### src/bmqb_pkg.sv
// Package with the shared types, codes and defaults of the balanced multi-queue buffer.
package bmqb_pkg;

  localparam int NUM_QUEUES        = 4;
  localparam int QSEL_W            = 2;
  localparam int SEG_DEPTH_DEF     = 16;
  localparam int DATA_WIDTH_DEF    = 32;
  localparam int DATA_IO_W         = 32;
  localparam int CNT_IO_W          = 5;
  localparam int STATUS_W          = 2;

  localparam logic OP_INSERT = 1'b0;
  localparam logic OP_DELETE = 1'b1;

  localparam logic [STATUS_W-1:0] ST_DONE  = 2'd0;
  localparam logic [STATUS_W-1:0] ST_FULL  = 2'd1;
  localparam logic [STATUS_W-1:0] ST_EMPTY = 2'd2;

  typedef struct packed {
    logic                        operation;
    logic signed [DATA_IO_W-1:0] data_in;
  } req_t;

  typedef struct packed {
    logic [STATUS_W-1:0]         status;
    logic [QSEL_W-1:0]           queue_number;
    logic signed [DATA_IO_W-1:0] data_out;
    logic [CNT_IO_W-1:0]         count_zero;
    logic [CNT_IO_W-1:0]         count_one;
    logic [CNT_IO_W-1:0]         count_two;
    logic [CNT_IO_W-1:0]         count_three;
  } rsp_t;

endpackage

### src/bmqb_ram.sv
// Generic single-write, single-read RAM with a registered, enabled read port.
module bmqb_ram #(
  parameter int WIDTH = 32,
  parameter int DEPTH = 64
) (
  input  logic                     clk,
  input  logic                     wr_en,
  input  logic [$clog2(DEPTH)-1:0] wr_addr,
  input  logic [WIDTH-1:0]         wr_data,
  input  logic                     rd_en,
  input  logic [$clog2(DEPTH)-1:0] rd_addr,
  output logic [WIDTH-1:0]         rd_data
);

  logic [WIDTH-1:0] mem [DEPTH];

  always_ff @(posedge clk) begin
    if (wr_en) begin
      mem[wr_addr] <= wr_data;
    end
    if (rd_en) begin
      rd_data <= mem[rd_addr];
    end
  end

endmodule

### src/balanced_multi_queue_buffer.sv
// Top level of the balanced multi-queue buffer: four ring-buffer queues in one shared RAM.
// Four queues share one RAM, each owning a fixed segment of SEG_DEPTH words used as a ring
// buffer. An insert goes to the least occupied queue and a delete pops the most occupied one,
// ties going to the lowest queue number; every request yields exactly one response carrying the
// status, the chosen queue, the popped word and all four counts after the step. The block takes
// one request per cycle when responses are taken as fast, and a response goes from its request
// transfer through the pending stage, beside the RAM read port's register, into the output
// register. Counts and pointers sit in flip-flops and are updated at the request transfer, so
// back-to-back requests see each other's effect at once. A word is only read after it was
// written, so the RAM needs no clearing after reset and requests are accepted right away.
module balanced_multi_queue_buffer #(
  parameter int SEG_DEPTH  = bmqb_pkg::SEG_DEPTH_DEF,
  parameter int DATA_WIDTH = bmqb_pkg::DATA_WIDTH_DEF
) (
  input  logic           clk,
  input  logic           rst,
  input  logic           req_valid,
  output logic           req_ready,
  input  bmqb_pkg::req_t req,
  output logic           rsp_valid,
  input  logic           rsp_ready,
  output bmqb_pkg::rsp_t rsp
);

  localparam int NQ     = bmqb_pkg::NUM_QUEUES;
  localparam int QW     = bmqb_pkg::QSEL_W;
  localparam int CNT_W  = $clog2(SEG_DEPTH + 1);
  localparam int PTR_W  = (SEG_DEPTH > 1) ? $clog2(SEG_DEPTH) : 1;
  localparam int WORDS  = NQ * SEG_DEPTH;
  localparam int ADDR_W = $clog2(WORDS);

  logic [CNT_W-1:0] cnt      [NQ];
  logic [CNT_W-1:0] cnt_next [NQ];
  logic [PTR_W-1:0] head     [NQ];
  logic [PTR_W-1:0] tail     [NQ];

  logic [QW-1:0]    least;
  logic [QW-1:0]    most;
  logic [QW-1:0]    sel;
  logic             is_del;
  logic             blocked;
  logic             acc;
  logic             do_push;
  logic             do_pop;
  logic [PTR_W-1:0] ptr;
  logic [PTR_W-1:0] ptr_inc;
  logic [ADDR_W-1:0] addr;
  logic [bmqb_pkg::STATUS_W-1:0] status_next;

  logic [DATA_WIDTH-1:0] wr_data;
  logic [DATA_WIDTH-1:0] rd_data;

  logic                           p_valid;
  logic                           p_adv;
  logic                           p_pop;
  logic [bmqb_pkg::STATUS_W-1:0]  p_status;
  logic [QW-1:0]                  p_queue;
  logic [CNT_W-1:0]               p_cnt [NQ];

  always_comb begin
    least = '0;
    most  = '0;
    for (int i = 1; i < NQ; i++) begin
      if (cnt[i] < cnt[least]) begin
        least = QW'(i);
      end
      if (cnt[i] > cnt[most]) begin
        most = QW'(i);
      end
    end
  end

  assign is_del  = (req.operation == bmqb_pkg::OP_DELETE);
  assign sel     = is_del ? most : least;
  assign blocked = is_del ? (cnt[sel] == '0) : (cnt[sel] == CNT_W'(SEG_DEPTH));
  assign p_adv     = !rsp_valid || rsp_ready;
  assign req_ready = !p_valid || p_adv;
  assign acc     = req_valid && req_ready;
  assign do_push = acc && !is_del && !blocked;
  assign do_pop  = acc && is_del && !blocked;
  assign ptr     = is_del ? head[sel] : tail[sel];
  assign ptr_inc = (ptr == PTR_W'(SEG_DEPTH - 1)) ? '0 : ptr + 1'b1;
  assign addr    = ADDR_W'(sel) * ADDR_W'(SEG_DEPTH) + ADDR_W'(ptr);
  assign wr_data = DATA_WIDTH'($unsigned(req.data_in));

  always_comb begin
    if (!blocked) begin
      status_next = bmqb_pkg::ST_DONE;
    end else if (is_del) begin
      status_next = bmqb_pkg::ST_EMPTY;
    end else begin
      status_next = bmqb_pkg::ST_FULL;
    end
    for (int i = 0; i < NQ; i++) begin
      cnt_next[i] = cnt[i];
    end
    if (!blocked) begin
      if (is_del) begin
        cnt_next[sel] = cnt[sel] - 1'b1;
      end else begin
        cnt_next[sel] = cnt[sel] + 1'b1;
      end
    end
  end

  bmqb_ram #(
    .WIDTH (DATA_WIDTH),
    .DEPTH (WORDS)
  ) u_ram (
    .clk     (clk),
    .wr_en   (do_push),
    .wr_addr (addr),
    .wr_data (wr_data),
    .rd_en   (do_pop),
    .rd_addr (addr),
    .rd_data (rd_data)
  );

  always_ff @(posedge clk) begin
    if (rst) begin
      for (int i = 0; i < NQ; i++) begin
        cnt[i]  <= '0;
        head[i] <= '0;
        tail[i] <= '0;
      end
      p_valid   <= 1'b0;
      rsp_valid <= 1'b0;
    end else begin
      if (acc) begin
        for (int i = 0; i < NQ; i++) begin
          cnt[i] <= cnt_next[i];
        end
      end
      if (do_push) begin
        tail[sel] <= ptr_inc;
      end
      if (do_pop) begin
        head[sel] <= ptr_inc;
      end
      if (acc) begin
        p_valid <= 1'b1;
      end else if (p_adv) begin
        p_valid <= 1'b0;
      end
      if (p_valid && p_adv) begin
        rsp_valid <= 1'b1;
      end else if (rsp_ready) begin
        rsp_valid <= 1'b0;
      end
    end
  end

  always_ff @(posedge clk) begin
    if (acc) begin
      p_pop    <= do_pop;
      p_status <= status_next;
      p_queue  <= sel;
      for (int i = 0; i < NQ; i++) begin
        p_cnt[i] <= cnt_next[i];
      end
    end
    if (p_valid && p_adv) begin
      rsp.status       <= p_status;
      rsp.queue_number <= p_queue;
      rsp.data_out     <= p_pop ? bmqb_pkg::DATA_IO_W'(rd_data) : '0;
      rsp.count_zero   <= bmqb_pkg::CNT_IO_W'(p_cnt[0]);
      rsp.count_one    <= bmqb_pkg::CNT_IO_W'(p_cnt[1]);
      rsp.count_two    <= bmqb_pkg::CNT_IO_W'(p_cnt[2]);
      rsp.count_three  <= bmqb_pkg::CNT_IO_W'(p_cnt[3]);
    end
  end

  // A full insert means the least occupied queue is full, so every queue is full.
  assert property (@(posedge clk) disable iff (rst)
    rsp_valid && rsp.status == bmqb_pkg::ST_FULL |->
      rsp.count_zero == bmqb_pkg::CNT_IO_W'(SEG_DEPTH) &&
      rsp.count_one == bmqb_pkg::CNT_IO_W'(SEG_DEPTH) &&
      rsp.count_two == bmqb_pkg::CNT_IO_W'(SEG_DEPTH) &&
      rsp.count_three == bmqb_pkg::CNT_IO_W'(SEG_DEPTH))
    else $error("full status while some queue has room");

  // An empty delete only happens with every queue empty, and then picks queue zero.
  assert property (@(posedge clk) disable iff (rst)
    rsp_valid && rsp.status == bmqb_pkg::ST_EMPTY |->
      rsp.queue_number == '0 && rsp.data_out == '0 &&
      rsp.count_zero == '0 && rsp.count_one == '0 &&
      rsp.count_two == '0 && rsp.count_three == '0)
    else $error("empty status while some queue holds data");

  // The popped word must survive in the RAM read register while the pending stage stalls.
  assert property (@(posedge clk) disable iff (rst)
    p_valid && !p_adv |=> $stable(rd_data))
    else $error("RAM read data changed under a stalled pending transfer");

endmodule
### config.mk
export PLATFORM = sky130hd
export DESIGN_NAME = balanced_multi_queue_buffer
export DESIGN_NICKNAME = d
export VERILOG_FILES = /design/src/bmqb_pkg.sv /design/src/bmqb_ram.sv /design/src/balanced_multi_queue_buffer.sv
export SDC_FILE = /design/constraint.sdc
export NUM_CORES = 2
export LEC_CHECK = 0
export BUFFER_PORTS_ARGS = -buffer_cell sky130_fd_sc_hd__buf_2
export CAP_MARGIN = 40
export CORE_MARGIN = 3
export CORE_UTILIZATION = 50
export DETAILED_ROUTE_END_ITERATION = 12
export GPL_TIMING_DRIVEN = 0
export PLACE_DENSITY_LB_ADDON = 0.3
export SYNTH_ARGS = -nofsm -noshare
export SYNTH_HDL_FRONTEND = slang
export SYNTH_HIERARCHICAL = 1
export SYNTH_SLANG_ARGS = --single-unit
### constraint.sdc
create_clock -name clk -period 11.5 [get_ports clk]
set_input_delay 1.15 -clock clk [delete_from_list [all_inputs] [get_ports clk]]
set_output_delay 1.15 -clock clk [all_outputs]
set_load 0.01 [all_outputs]
==> metrics <==
total congestion overflow 0; CTS Buf Count 209; DP Area 93,500 sq um; post-synth top area share 0.777; asr flop ratio synth 0; CTS clock-pin slew for the worst setup and hold paths 0.06 ns; Detail Route Antenna Nets 0; Req. time, crit path 12.20 ns; routability cong. 0.910; hold path depth 0; fmax 91.1 MHz; area delta synth->final 17.4%; CP Class flip-flop to flip-flop; Post-Route WL 255 mm; Critical-path top delay cell a21oi_1; Fillers about 12,000; DR WL/cell 37.5 microns; Seq/Total Area, Yosys 0.777; Synth Register Bits 2,215; max layer used met5; WL met3 32.7 mm; Hold Path Class flip-flop to flip-flop; largest net degree at the start of global routing 58; EDFF count, synth 2,213; worst path arrival time 11.67 ns; reg2reg start cnt[1][4]; FF-to-FF setup slack 0.53 ns; Max Cap Viol 0; DR iter-0 viols 7,305; top post-synthesis cells by count edfxtp_1, mux4_2, nor2_1, a21oi_1, mux2i_1; Final setup viols 0; final hold vios 0; normalized max-slew margin 0.327; Area contributors post-synth edfxtp_1, mux4_2, mux2i_1; CTS tree built; FP Rows around 150; status finished, final reports clean; FF+latch area between 60,000 and 70,000 sq um; core area 170,000 sq um; Clock Skew between 0.06 and 0.07 ns; first-pass GRT wire length 351 mm; synthesized area 85,600 sq um; fin nets 4,466; RSZ-0062 raised after global routing false; die span in x 420 microns; via count 45,500; largest area contributor in the netlist edfxtp_1; WL met2 118 mm; slowest stage delay, CP 0.77 ns; Top FF cell, synth edfxtp_1; I/O pin total between 90 and 100; most frequent cell after synthesis edfxtp_1; Netlist cell types 63; Hold Path End rsp[15]; HP Start p_cnt[0][0]; DP HPWL ~170 mm; max-slew violations 0; clk_lat worst skew 0.88 ns; mean area per synthesized cell 22.1 sq um; period utilisation layout 0.954; CTS H-tree depth 4; Pre-Repair DR Iteration Count 6; die span in y 420 microns; crit start category flip-flop; CTS max path bufs 3; Port-buffer cells 94; CP Max Fanout 12; detail-routed via count per cell 6.70; share of layout cells above drive strength 1 0.295; Met1 Wirelength 89.8 mm; cells after synthesis between 3,000 and 4,000; Post-Syn Nets 3,941; CTS Root Cell clkbuf_16; crit path capture type flip-flop; initial antenna violation count 10; vias in the first global route about 44,000; die area 176,000 sq um; All-Layer GR Usage 0.292; area of the multi-input gates 18,500 sq um; fin area 100,000 sq um; worst-margin pin slew 1.01 ns; clk sink count 2,215; r2r worst-path depth 30; Core Util, Final 0.592; min cycle time layout between 10 and 15 ns; Residual DRC 0; starting density of the core 0.504; Crit Reg-Reg Endpoint u_ram/rd_data[11]; yosys warns 6
-- worst max path at each step --
stage	startpoint	end	depth (start not counted)
2_1_floorplan	cnt[1][4]	u_ram/mem[48][0]	25
3_3_place_gp	cnt[1][4]	u_ram/mem[49][14]	25
3_5_place_dp	cnt[1][4]	u_ram/rd_data[11]	30
4_1_cts	cnt[1][4]	u_ram/rd_data[11]	30
5_1_grt	cnt[0][4]	u_ram/rd_data[13]	32
6_report	cnt[1][4]	u_ram/rd_data[11]	30
-- logic make-up after synthesis --
group / count (synthesis) / synth area share
compound gates: 333 / 0.0260
xor+xnor: 4 / 0.000497
fa+ha+maj: 27 / 0.00395
buf+inv: 231 / 0.0127
flops: 2215 / 0.777
mux: 661 / 0.158
simple gates: 406 / 0.0222
-- layer usage --
| metal | GRT usage | vias to the layer above |
|---|---|---|
| met5 | 0 | - |
| met4 | 0.140 | 4 |
| met3 | 0.0823 | 613 |
| met2 | 0.445 | 3518 |
| met1 | 0.393 | 23900 |
| li1 | - | 17400 |
-- layout by cell type, fill, tap and decap left out, types with 22 or more instances in the layout --
cell type,n
a21oi_1,102
and2_1,39
buf_12,89
buf_16,56
buf_2,154
buf_4,38
buf_6,31
buf_8,36
clkbuf_1,113
clkbuf_16,209
clkinv_1,58
clkinv_2,44
edfxtp_1,2213
ha_1,27
inv_1,33
mux2i_1,101
mux4_2,548
nand2_1,65
nand3_1,22
nor2_1,126
nor2_4,62
o221ai_1,27
o22ai_1,87
-- sequential cells by signal, summed over array words and instances, names as in the netlist --
name and flops:
u_ram/mem 2048, rsp 56, u_ram/rd_data 32, cnt 20
p_cnt 20, head 16, tail 16, p_queue 2
p_status 2, p_pop 1, p_valid 1, rsp_valid 1
-- critical path: cells and delay by family (launching register included) --
family / cells / cell delay (ns)
compound gates: 11 / 4.07
fa+ha+maj: 3 / 0.99
buf+inv: 8 / 3.18
flops: 1 / 0.52
mux: 4 / 1.05
simple gates: 4 / 0.96
-- stage by stage --
| stage | setup slack, ns | std cells | TNS, ns | hold slack (ns) |
|---|---|---|---|---|
| 3_3_place_gp | -3.57 | 6189 | -2630.02 | 0.403 |
| 2_1_floorplan | 2.33 | 3877 | 0 | 0.400 |
| 6_report | 0.528 | 6796 | 0 | 0.422 |
| 4_1_cts | 0.434 | 6787 | 0 | 0.423 |
| 3_5_place_dp | 0.420 | 6401 | 0 | 0.408 |
| 5_1_grt | 0.345 | 6795 | 0 | 0.427 |
-- area by class of cell --
type	count	area share
buffer	196	0.00944
inverter	35	0.00138
clock inverter	149	0.0152
antenna	1	0.0000249
clock buffer	237	0.0531
timing repair buffer	314	0.0470
tap	2218	0.0276
sequential	2215	0.662
multi-input combinational	1431	0.184
-- what timing repair did --
action / in CTS / in global routing
endpoints found under the hold margin: 0 / 0
setup endpoints to repair: 0 / 2
gates resized for setup: 0 / 1
buffers inserted: 0 / 0
hold buffers: 0 / 0
Power is left out: the tool's default activity adds up to more than one toggle a clock period on the data nets, which glitch-free logic cannot reach.
